--- src/sv/ssc_pkg.sv ---
`default_nettype none

package ssc_pkg;

	// screen coordinates of the face, signed so parts can sit left of or above the screen
	localparam int unsigned PW = 13;
	typedef logic signed [PW-1:0] pos_t;

	typedef logic [6:0] seg_t;

	localparam int unsigned SEG_A = 0;
	localparam int unsigned SEG_B = 1;
	localparam int unsigned SEG_C = 2;
	localparam int unsigned SEG_D = 3;
	localparam int unsigned SEG_E = 4;
	localparam int unsigned SEG_F = 5;
	localparam int unsigned SEG_G = 6;

	localparam int unsigned DW_W = 9;

	typedef enum logic [2:0] {
		REG_SCREEN_WIDTH  = 3'd0,
		REG_SCREEN_HEIGHT = 3'd1,
		REG_CLOCK_HOUR    = 3'd2,
		REG_CLOCK_MINUTE  = 3'd3,
		REG_TWELVE_HOUR   = 3'd4,
		REG_TOP_PLACEMENT = 3'd5,
		REG_TIME_VALID    = 3'd6
	} reg_idx_t;

	typedef struct packed {
		logic       two;
		logic [1:0] tens;
		logic [3:0] ones;
	} hour_t;

	typedef struct packed {
		logic [2:0] tens;
		logic [3:0] ones;
	} minute_t;

	// face geometry: screen positions, then offsets from a digit's top left corner
	typedef struct packed {
		pos_t [3:0] p;
		pos_t       pc;
		pos_t       ytop;
		pos_t       h;
		pos_t       hg;
		pos_t       x1;
		pos_t       rr;
		pos_t       bb;
		pos_t       dw;
		pos_t       fy1;
		pos_t       ey0;
		pos_t       ey1;
		pos_t       dot;
		pos_t       cy0;
		pos_t       cy0e;
		pos_t       cy1;
		pos_t       cy1e;
		seg_t [3:0] seg;
	} face_t;

	// exact floor(x/5) for x below 2560
	function automatic logic [DW_W-1:0] div5(input logic [11:0] x);
		logic [24:0] prod;
		prod = 25'(x) * 25'd6554;
		return prod[23:15];
	endfunction

	// exact floor(x/3) for x below 512
	function automatic logic [8:0] div3(input logic [8:0] x);
		logic [19:0] prod;
		prod = 20'(x) * 20'd683;
		return prod[19:11];
	endfunction

	// halve, rounding toward zero
	function automatic pos_t half_tz(input pos_t v);
		pos_t a;
		a = v + pos_t'(v[PW-1]);
		return a >>> 1;
	endfunction

	function automatic seg_t digit_seg(input logic [3:0] d);
		seg_t s;
		unique case (d)
			4'd0: s = 7'h3F;
			4'd1: s = 7'h06;
			4'd2: s = 7'h5B;
			4'd3: s = 7'h4F;
			4'd4: s = 7'h66;
			4'd5: s = 7'h6D;
			4'd6: s = 7'h7D;
			4'd7: s = 7'h07;
			4'd8: s = 7'h7F;
			4'd9: s = 7'h6F;
			default: s = 7'h00;
		endcase
		return s;
	endfunction

	function automatic hour_t split_hour(input logic [4:0] hr, input logic twelve);
		logic [4:0] h;
		hour_t r;
		h = hr;
		if (twelve) begin
			if (hr >= 5'd24) h = hr - 5'd24;
			else if (hr >= 5'd12) h = hr - 5'd12;
			if (h == 5'd0) h = 5'd12;
		end
		if (h >= 5'd30) r.tens = 2'd3;
		else if (h >= 5'd20) r.tens = 2'd2;
		else if (h >= 5'd10) r.tens = 2'd1;
		else r.tens = 2'd0;
		r.ones = 4'(h - 5'(r.tens) * 5'd10);
		r.two = !twelve || (h >= 5'd10);
		return r;
	endfunction

	function automatic minute_t split_minute(input logic [5:0] mn);
		minute_t r;
		r.tens = 3'd0;
		for (int k = 1; k <= 6; k++) begin
			if (mn >= 6'(10 * k)) r.tens = 3'(k);
		end
		r.ones = 4'(mn - 6'(r.tens) * 6'd10);
		return r;
	endfunction

endpackage

`default_nettype wire

--- src/sv/seven_segment_clock_rasterizer_core.sv ---
`default_nettype none

// channel   | handshake              | beat
// ----------+------------------------+-------------------------
// pixel in  | pix_valid / pix_ready  | pixel_x, pixel_y
// result    | res_valid / res_ready  | lit
// config    | apb psel/penable/...   | 7 registers at 4*index
//
// one pixel per cycle while pix_ready is high, seven register stages from pixel in to res_valid
// face geometry comes from a four-level register chain behind the config registers
// pix_ready is low after reset and during and after each register write while that chain fills
// a stalled stage holds its beat, earlier stages keep filling bubbles

module seven_segment_clock_rasterizer_core
	import ssc_pkg::*;
#(
	parameter int COORD_WIDTH = 11
) (
	input  logic                   clk,
	input  logic                   arst_n,
	input  logic                   pix_valid,
	output logic                   pix_ready,
	input  logic [COORD_WIDTH-1:0] pixel_x,
	input  logic [COORD_WIDTH-1:0] pixel_y,
	output logic                   res_valid,
	input  logic                   res_ready,
	output logic                   lit,
	input  logic                   psel,
	input  logic                   penable,
	input  logic                   pwrite,
	input  logic [4:0]             paddr,
	input  logic [31:0]            pwdata,
	output logic [31:0]            prdata,
	output logic                   pready
);

	localparam int SW = (COORD_WIDTH > 12 ? COORD_WIDTH : 12) + 2;
	localparam logic [2:0] WARM_CYCLES = 3'd4;

	typedef logic signed [SW-1:0] crd_t;

	function automatic crd_t mag(input crd_t v);
		return v[SW-1] ? -v : v;
	endfunction

	// configuration registers
	logic [10:0] screen_width_q;
	logic [10:0] screen_height_q;
	logic [4:0]  clock_hour_q;
	logic [5:0]  clock_minute_q;
	logic        twelve_hour_q;
	logic        top_placement_q;
	logic        time_valid_q;
	reg_idx_t    reg_idx;
	logic        cfg_wr;

	assign pready = 1'b1;
	assign reg_idx = reg_idx_t'(paddr[4:2]);
	assign cfg_wr = psel && penable && pwrite;

	always_ff @(posedge clk or negedge arst_n) begin
		if (!arst_n) begin
			screen_width_q <= 11'd480;
			screen_height_q <= 11'd800;
			clock_hour_q <= 5'd0;
			clock_minute_q <= 6'd0;
			twelve_hour_q <= 1'b0;
			top_placement_q <= 1'b0;
			time_valid_q <= 1'b1;
		end else if (cfg_wr) begin
			unique case (reg_idx)
				REG_SCREEN_WIDTH:  screen_width_q <= pwdata[10:0];
				REG_SCREEN_HEIGHT: screen_height_q <= pwdata[10:0];
				REG_CLOCK_HOUR:    clock_hour_q <= pwdata[4:0];
				REG_CLOCK_MINUTE:  clock_minute_q <= pwdata[5:0];
				REG_TWELVE_HOUR:   twelve_hour_q <= pwdata[0];
				REG_TOP_PLACEMENT: top_placement_q <= pwdata[0];
				REG_TIME_VALID:    time_valid_q <= pwdata[0];
				default: ;
			endcase
		end
	end

	always_comb begin
		unique case (reg_idx)
			REG_SCREEN_WIDTH:  prdata = 32'(screen_width_q);
			REG_SCREEN_HEIGHT: prdata = 32'(screen_height_q);
			REG_CLOCK_HOUR:    prdata = 32'(clock_hour_q);
			REG_CLOCK_MINUTE:  prdata = 32'(clock_minute_q);
			REG_TWELVE_HOUR:   prdata = 32'(twelve_hour_q);
			REG_TOP_PLACEMENT: prdata = 32'(top_placement_q);
			REG_TIME_VALID:    prdata = 32'(time_valid_q);
			default:           prdata = 32'd0;
		endcase
	end

	face_t face;

	ssc_metrics u_metrics (
		.clk              (clk),
		.screen_width     (screen_width_q),
		.screen_height    (screen_height_q),
		.clock_hour       (clock_hour_q),
		.clock_minute     (clock_minute_q),
		.twelve_hour_mode (twelve_hour_q),
		.top_placement    (top_placement_q),
		.time_valid       (time_valid_q),
		.face             (face)
	);

	// hold off input until the geometry chain holds the current register values
	logic [2:0] warm_q;
	logic       warm_done;

	assign warm_done = (warm_q == WARM_CYCLES);

	always_ff @(posedge clk or negedge arst_n) begin
		if (!arst_n) begin
			warm_q <= 3'd0;
		end else if (cfg_wr) begin
			warm_q <= 3'd0;
		end else if (!warm_done) begin
			warm_q <= warm_q + 3'd1;
		end
	end

	// pipeline control
	logic v_s1, v_s2, v_s3, v_s4, v_s5, v_s6, v_s7;
	logic en1, en2, en3, en4, en5, en6, en7;
	logic acc;

	assign en7 = !v_s7 || res_ready;
	assign en6 = !v_s6 || en7;
	assign en5 = !v_s5 || en6;
	assign en4 = !v_s4 || en5;
	assign en3 = !v_s3 || en4;
	assign en2 = !v_s2 || en3;
	assign en1 = !v_s1 || en2;
	assign pix_ready = en1 && warm_done && !cfg_wr;
	assign acc = pix_valid && pix_ready;
	assign res_valid = v_s7;

	always_ff @(posedge clk or negedge arst_n) begin
		if (!arst_n) begin
			v_s1 <= 1'b0;
			v_s2 <= 1'b0;
			v_s3 <= 1'b0;
			v_s4 <= 1'b0;
			v_s5 <= 1'b0;
			v_s6 <= 1'b0;
			v_s7 <= 1'b0;
		end else begin
			if (en1) v_s1 <= acc;
			if (en2) v_s2 <= v_s1;
			if (en3) v_s3 <= v_s2;
			if (en4) v_s4 <= v_s3;
			if (en5) v_s5 <= v_s4;
			if (en6) v_s6 <= v_s5;
			if (en7) v_s7 <= v_s6;
		end
	end

	// stages 1 to 4: capture, clip test, align with the geometry chain
	logic [COORD_WIDTH-1:0] px_s1, py_s1, px_s2, py_s2, px_s3, py_s3, px_s4, py_s4;
	logic on_s2, on_s3, on_s4, on_s5, on_s6;

	always_ff @(posedge clk) begin
		if (en1) begin
			px_s1 <= pixel_x;
			py_s1 <= pixel_y;
		end
		if (en2) begin
			px_s2 <= px_s1;
			py_s2 <= py_s1;
			on_s2 <= (crd_t'(px_s1) < crd_t'(screen_width_q)) &&
				(crd_t'(py_s1) < crd_t'(screen_height_q));
		end
		if (en3) begin
			px_s3 <= px_s2;
			py_s3 <= py_s2;
			on_s3 <= on_s2;
		end
		if (en4) begin
			px_s4 <= px_s3;
			py_s4 <= py_s3;
			on_s4 <= on_s3;
		end
	end

	// stage 5: coordinates relative to each digit and the colon
	crd_t rx_s5 [4];
	crd_t rxc_s5;
	crd_t ry_s5;

	always_ff @(posedge clk) begin
		if (en5) begin
			for (int i = 0; i < 4; i++) begin
				rx_s5[i] <= crd_t'(px_s4) - crd_t'(face.p[i]);
			end
			rxc_s5 <= crd_t'(px_s4) - crd_t'(face.pc);
			ry_s5 <= crd_t'(py_s4) - crd_t'(face.ytop);
			on_s5 <= on_s4;
		end
	end

	// stage 6: distances from bar center lines, colon dots
	crd_t da_s6, dg_s6, dd_s6, ry_s6;
	crd_t rx_s6 [4];
	crd_t dl_s6 [4];
	crd_t dr_s6 [4];
	logic colon_s6;
	logic colon_d;

	always_comb begin
		colon_d = (rxc_s5 >= crd_t'(0)) && (rxc_s5 < crd_t'(face.dot)) &&
			(((ry_s5 >= crd_t'(face.cy0)) && (ry_s5 < crd_t'(face.cy0e))) ||
			((ry_s5 >= crd_t'(face.cy1)) && (ry_s5 < crd_t'(face.cy1e))));
	end

	always_ff @(posedge clk) begin
		if (en6) begin
			da_s6 <= mag(ry_s5 - crd_t'(face.h));
			dg_s6 <= mag(ry_s5 - crd_t'(face.dw));
			dd_s6 <= mag(ry_s5 - crd_t'(face.bb));
			for (int i = 0; i < 4; i++) begin
				dl_s6[i] <= mag(rx_s5[i] - crd_t'(face.h));
				dr_s6[i] <= mag(rx_s5[i] - crd_t'(face.rr));
				rx_s6[i] <= rx_s5[i];
			end
			ry_s6 <= ry_s5;
			colon_s6 <= colon_d;
			on_s6 <= on_s5;
		end
	end

	// stage 7: bar tests with pointed tips, result register
	logic lit_d;
	logic lit_s7;
	crd_t eh, ehg, ex1, efy1, eey0, eey1;

	always_comb begin
		eh = crd_t'(face.h);
		ehg = crd_t'(face.hg);
		ex1 = crd_t'(face.x1);
		efy1 = crd_t'(face.fy1);
		eey0 = crd_t'(face.ey0);
		eey1 = crd_t'(face.ey1);
		lit_d = colon_s6;
		for (int i = 0; i < 4; i++) begin
			if (face.seg[i][SEG_A] && (da_s6 <= eh) &&
				(rx_s6[i] >= ehg + da_s6) && (rx_s6[i] <= ex1 - da_s6)) lit_d = 1'b1;
			if (face.seg[i][SEG_G] && (dg_s6 <= eh) &&
				(rx_s6[i] >= ehg + dg_s6) && (rx_s6[i] <= ex1 - dg_s6)) lit_d = 1'b1;
			if (face.seg[i][SEG_D] && (dd_s6 <= eh) &&
				(rx_s6[i] >= ehg + dd_s6) && (rx_s6[i] <= ex1 - dd_s6)) lit_d = 1'b1;
			if (face.seg[i][SEG_F] && (dl_s6[i] <= eh) &&
				(ry_s6 >= ehg + dl_s6[i]) && (ry_s6 <= efy1 - dl_s6[i])) lit_d = 1'b1;
			if (face.seg[i][SEG_B] && (dr_s6[i] <= eh) &&
				(ry_s6 >= ehg + dr_s6[i]) && (ry_s6 <= efy1 - dr_s6[i])) lit_d = 1'b1;
			if (face.seg[i][SEG_E] && (dl_s6[i] <= eh) &&
				(ry_s6 >= eey0 + dl_s6[i]) && (ry_s6 <= eey1 - dl_s6[i])) lit_d = 1'b1;
			if (face.seg[i][SEG_C] && (dr_s6[i] <= eh) &&
				(ry_s6 >= eey0 + dr_s6[i]) && (ry_s6 <= eey1 - dr_s6[i])) lit_d = 1'b1;
		end
		lit_d = lit_d && on_s6;
	end

	always_ff @(posedge clk) begin
		if (en7) begin
			lit_s7 <= lit_d;
		end
	end

	assign lit = lit_s7;

	// clipped pixels come out dark
	a_clip_dark: assert property (@(posedge clk) disable iff (!arst_n)
		v_s6 && en7 && !on_s6 |=> !lit)
		else $error("clipped pixel reported lit");

	// nothing enters before the geometry chain is filled
	a_warm: assert property (@(posedge clk) disable iff (!arst_n)
		!warm_done |-> !v_s1)
		else $error("beat accepted during warm-up");

	// tip gap of at least one pixel
	a_gap: assert property (@(posedge clk) disable iff (!arst_n)
		warm_done |-> face.hg > face.h)
		else $error("segment gap is zero");

	// a stalled stage keeps its beat
	a_hold: assert property (@(posedge clk) disable iff (!arst_n)
		v_s6 && !en7 |=> v_s6 && $stable(on_s6) && $stable(colon_s6))
		else $error("stalled stage lost its beat");

endmodule

`default_nettype wire

--- src/sv/ssc_metrics.sv ---
`default_nettype none

// free-running four-level chain from the register values to the face geometry
module ssc_metrics
	import ssc_pkg::*;
(
	input  logic        clk,
	input  logic [10:0] screen_width,
	input  logic [10:0] screen_height,
	input  logic [4:0]  clock_hour,
	input  logic [5:0]  clock_minute,
	input  logic        twelve_hour_mode,
	input  logic        top_placement,
	input  logic        time_valid,
	output face_t       face
);

	// level 1
	logic [DW_W-1:0] dw_q;
	logic [8:0]      h12_q;
	hour_t           hour_q;
	minute_t         minute_q;
	logic            unset_q;
	logic            top_q;
	logic [11:0]     inner_w;

	assign inner_w = 12'(screen_width) - 12'({screen_width[10:4], 1'b0});

	always_ff @(posedge clk) begin
		dw_q <= div5(inner_w);
		h12_q <= div3(9'(screen_height[10:2]));
		hour_q <= split_hour(clock_hour, twelve_hour_mode);
		minute_q <= split_minute(clock_minute);
		unset_q <= !time_valid;
		top_q <= top_placement;
	end

	// level 2
	logic [DW_W-1:0] dw2_q;
	logic [5:0]      h2_q;
	logic [3:0]      g2_q;
	logic [6:0]      pg2_q;
	logic [7:0]      cw2_q;
	logic [7:0]      off2_q;
	logic [8:0]      h12_2_q;
	hour_t           hour2_q;
	minute_t         minute2_q;
	logic            unset2_q;
	logic            top2_q;
	logic [3:0]      g_raw;

	assign g_raw = 4'(div5(12'(dw_q >> 3)));

	always_ff @(posedge clk) begin
		dw2_q <= dw_q;
		h2_q <= 6'(dw_q >> 3);
		g2_q <= (g_raw == 4'd0) ? 4'd1 : g_raw;
		pg2_q <= 7'(div5(12'(dw_q)));
		cw2_q <= 8'(div5(12'(dw_q) * 12'd3));
		off2_q <= 8'(div5(12'({dw_q, 1'b0})));
		h12_2_q <= h12_q;
		hour2_q <= hour_q;
		minute2_q <= minute_q;
		unset2_q <= unset_q;
		top2_q <= top_q;
	end

	// level 3
	face_t f3;
	face_t face3_q;
	pos_t  fw3_q;
	pos_t  dw_e, h_e, g_e, pg_e, cw_e, off_e, dot_e, dxoff, fw, o1;
	logic  two;
	seg_t  dash;

	always_comb begin
		dw_e = pos_t'(dw2_q);
		h_e = pos_t'(h2_q);
		g_e = pos_t'(g2_q);
		pg_e = pos_t'(pg2_q);
		cw_e = pos_t'(cw2_q);
		off_e = pos_t'(off2_q);
		dot_e = pos_t'({h2_q, 1'b1});
		dxoff = half_tz(cw_e - dot_e);
		two = unset2_q || hour2_q.two;
		dash = seg_t'(1) << SEG_G;
		fw = two ? (dw_e + dw_e + dw_e + dw_e + pg_e + pg_e + cw_e)
			: (dw_e + dw_e + dw_e + pg_e + cw_e);
		o1 = two ? (dw_e + pg_e) : pos_t'(0);

		f3.p[0] = pos_t'(0);
		f3.p[1] = o1;
		f3.p[2] = o1 + dw_e + cw_e;
		f3.p[3] = o1 + dw_e + cw_e + dw_e + pg_e;
		f3.pc = o1 + dw_e + dxoff;
		f3.ytop = (!unset2_q && top2_q) ? pos_t'(h12_2_q)
			: half_tz(pos_t'(screen_height) - dw_e - dw_e);
		f3.h = h_e;
		f3.hg = h_e + g_e;
		f3.x1 = dw_e - pos_t'(1) - h_e - g_e;
		f3.rr = dw_e - pos_t'(1) - h_e;
		f3.bb = dw_e + dw_e - pos_t'(1) - h_e;
		f3.dw = dw_e;
		f3.fy1 = dw_e - g_e;
		f3.ey0 = dw_e + g_e;
		f3.ey1 = dw_e + dw_e - pos_t'(1) - h_e - g_e;
		f3.dot = dot_e;
		f3.cy0 = dw_e - off_e - h_e;
		f3.cy0e = dw_e - off_e - h_e + dot_e;
		f3.cy1 = dw_e + off_e - h_e;
		f3.cy1e = dw_e + off_e - h_e + dot_e;
		if (unset2_q) begin
			f3.seg = {dash, dash, dash, dash};
		end else begin
			f3.seg[0] = hour2_q.two ? digit_seg(4'(hour2_q.tens)) : seg_t'(0);
			f3.seg[1] = digit_seg(hour2_q.ones);
			f3.seg[2] = digit_seg(4'(minute2_q.tens));
			f3.seg[3] = digit_seg(minute2_q.ones);
		end
	end

	always_ff @(posedge clk) begin
		face3_q <= f3;
		fw3_q <= fw;
	end

	// level 4: place the digits on the screen
	face_t face_q;
	face_t face_n;
	pos_t  x0;

	assign x0 = half_tz(pos_t'(screen_width) - fw3_q);

	always_comb begin
		face_n = face3_q;
		for (int i = 0; i < 4; i++) begin
			face_n.p[i] = x0 + face3_q.p[i];
		end
		face_n.pc = x0 + face3_q.pc;
	end

	always_ff @(posedge clk) begin
		face_q <= face_n;
	end

	assign face = face_q;

endmodule

`default_nettype wire

--- config.mk ---
export PLATFORM = sky130hd
export DESIGN_NAME = seven_segment_clock_rasterizer_core
export DESIGN_NICKNAME = d
export VERILOG_FILES = /design/src/sv/ssc_pkg.sv /design/src/sv/seven_segment_clock_rasterizer_core.sv /design/src/sv/ssc_metrics.sv
export SDC_FILE = /design/constraint.sdc
export NUM_CORES = 2
export LEC_CHECK = 0
export ABC_AREA = 1
export BUFFER_PORTS_ARGS = -buffer_cell sky130_fd_sc_hd__buf_2
export CORE_ASPECT_RATIO = 0.7
export CORE_UTILIZATION = 25
export CTS_CLUSTER_DIAMETER = 150
export DETAILED_ROUTE_END_ITERATION = 12
export PLACE_DENSITY = 0.38
export SLEW_MARGIN = 5
export SYNTH_ARGS = -nofsm -noshare
export SYNTH_HDL_FRONTEND = slang
export SYNTH_HIERARCHICAL = 1
export SYNTH_SLANG_ARGS = --single-unit
--- constraint.sdc ---
create_clock -name clk -period 13.2 [get_ports clk]
set_input_delay 1.32 -clock clk [delete_from_list [all_inputs] [get_ports clk]]
set_output_delay 1.32 -clock clk [all_outputs]
set_load 0.01 [all_outputs]
==> metrics.csv <==
metric,value,unit
status,completed,
clock_latency,0.76,ns
syn_area,106000,um2
mostFrequentLayoutCells,"2345 x nand2_1, 2264 x ha_1, 2024 x inv_1",
cts_root_buf,clkbuf_16,
crit_required,13.72,ns
drt_iter0_drc,6999,
critPathLaunchType,flip-flop,
grt_setup_unrepaired,false,
layout-drive-gt1-share,3.89,%
maxCapViolCount,0,
die_w,781,um
crit_type,reg -> reg,
layout_commonest_cell,nand2_1,
ys_seq_elements,997,
vias,87200,
cp_top_family,simple AND/OR/NAND/NOR gates,
cts_tree,done,
crit_slowest_cell,inv_1,
seq_area,24200,um2
cp.depth,34,
max_stage_delay,0.83,ns
reg2regPathDepth,34,
crit_top_cell,nor2_1,
cts_hold_buffers,0,
post-cts-setup-buffers,0,
rrSetupSlack,6.44,ns
route.detailed.drc,0,
critPathArrivalTime,7.27,ns
viasPerCell,4.55,
r2r-start,u_metrics/face[106]$_DFF_P_,
slew_viol_final,0,
cts_buffers,102,
yosysWarnings,6,
initial_core_util,25.2,%
final_core_util,27.9,%
routed_wl,412,mm
setup_tns,0,ns
synthCells,13200,
finalSetupViolations,0,
worst_pin_slew,1.24,ns
period_needed,6.76,ns
endpoint,lit$_DFFE_PP_,
gp_congestion,0.879,
cts.sinks,997,
seq_area_frac_synth,22.8,%
io_buffers,56,
synth_cell_types,81,
die_area,427000,um2
grt_max_degree,69,
critical_path_buf_inv_count,4,
gr-usage-all-layers,18.8,%
clkTransAtPathRegs,0.07,ns
fillCellCount,45900,
fin_nets,16000,
startpoint,u_metrics/face[106]$_DFF_P_,
min_path_type,reg -> reg,
ys_async_sr_fraction,4.61,%
grt_remaining_overflow,0,
synthFlopType,dfxtp_1,
antenna_found_initial,48,
min_path_cells,0,
cts_resized,0,
slew_headroom,17.4,%
r2r-end,lit$_DFFE_PP_,
dpl.hpwl,327,mm
cp-end-kind,flip-flop,
rows,199,
htreeDepth,3,
ant_nets,0,
synth_area_leaders,"ha_1 27%, edfxtp_1 11%, dfxtp_1 10%, nand2_1 8.3%, inv_1 7.2%",
fin_skew,0.0411,ns
grt_pass1_wl,586,mm
synth_top_cell_by_area,ha_1,
wl_per_cell,21.5,um
synth_edf_count,403,
core_area,421000,um2
fmax,0.148,GHz
multi_input_area,73700,um2
syn_avg_cell_area,8.02,um2
first_pass_iters,7,
fp.dieH,547,um
finalHoldViolCount,0,
synth_top_area_share,26.7,%
period_share,51.2,%
syn2layout_area_growth,10.6,%
io_pins,102,
grt_pass1_vias,82100,
cp_max_fo,9,
clockBufferDepth,3,
synthesized netlist by cell type, drive strengths merged, types with 140 or more instances:
| cell | count |
|---|---|
| ha | 2264 |
| nand3 | 494 |
| xnor2 | 332 |
| xor2 | 748 |
| nor3 | 166 |
| nor2 | 763 |
| nand2 | 2371 |
| o21bai | 140 |
| edfxtp | 403 |
| inv | 2050 |
| fa | 235 |
| o21ai | 499 |
| a21oi | 1390 |
| dfxtp | 548 |
flip-flops by register name, summed over array words and instances (netlist names), 56 cells and up:
signal	flops
dl_s6	56
rx_s5	56
u_metrics/face	233
u_metrics/face3_q	217
dr_s6	56
rx_s6	56
routing by layer:
metal  up-vias  global-route usage (%)  wire (um)
met1     40300                    30.0     223000
met3       235                    2.99      24700
met5         -                       0         13
met4         2                    2.32       5350
li1      44900                       -          -
met2      1836                    26.6     159000
final cells by class:
type / count / share of cell area, %
multi-input combinational: 10100 / 62.8
sequential: 997 / 20.6
inverter: 2052 / 6.57
tap: 5628 / 6.00
clock buffer: 132 / 2.47
timing repair buffer: 161 / 0.910
clock inverter: 62 / 0.595
antenna: 14 / 0.0298
kinds of logic after synthesis:
family          count (synthesis)  synth area share, %
simple gates                 4074                 16.2
fa+ha+maj                    2499                 31.1
compound gates               2423                 12.9
buf+inv                      2154                 7.89
xor+xnor                     1080                 9.05
flops                         997                 22.8
other cells                     4               0.0141
worst min path at each step:
stage / start / to / slack (ns)
6_report: u_metrics/face3_q[86]$_DFF_P_ / u_metrics/face[86]$_DFF_P_ / 0.30
5_1_grt: u_metrics/h12_q[5]$_DFF_P_ / u_metrics/h12_2_q[5]$_DFF_P_ / 0.32
4_1_cts: u_metrics/face3_q[86]$_DFF_P_ / u_metrics/face[86]$_DFF_P_ / 0.32
3_5_place_dp: u_metrics/face3_q[115]$_DFF_P_ / u_metrics/face[115]$_DFF_P_ / 0.31
3_3_place_gp: u_metrics/face3_q[41]$_DFF_P_ / u_metrics/face[41]$_DFF_P_ / 0.31
2_1_floorplan: u_metrics/face3_q[100]$_DFF_P_ / u_metrics/face[100]$_DFF_P_ / 0.31
stage by stage:
stage	hold slack, ns	setup WS, ns	instance area (um2)	std cells
6_report	0.304	6.44	117000	19200
5_1_grt	0.318	5.91	117000	19200
4_1_cts	0.317	6.44	117000	19200
3_5_place_dp	0.312	6.46	114000	19000
3_3_place_gp	0.310	6.43	114000	19000
2_1_floorplan	0.310	1.96	106000	13300
Power is not shown: default switching activity piles up to over one toggle a cycle in this logic, so the estimate is an artifact.
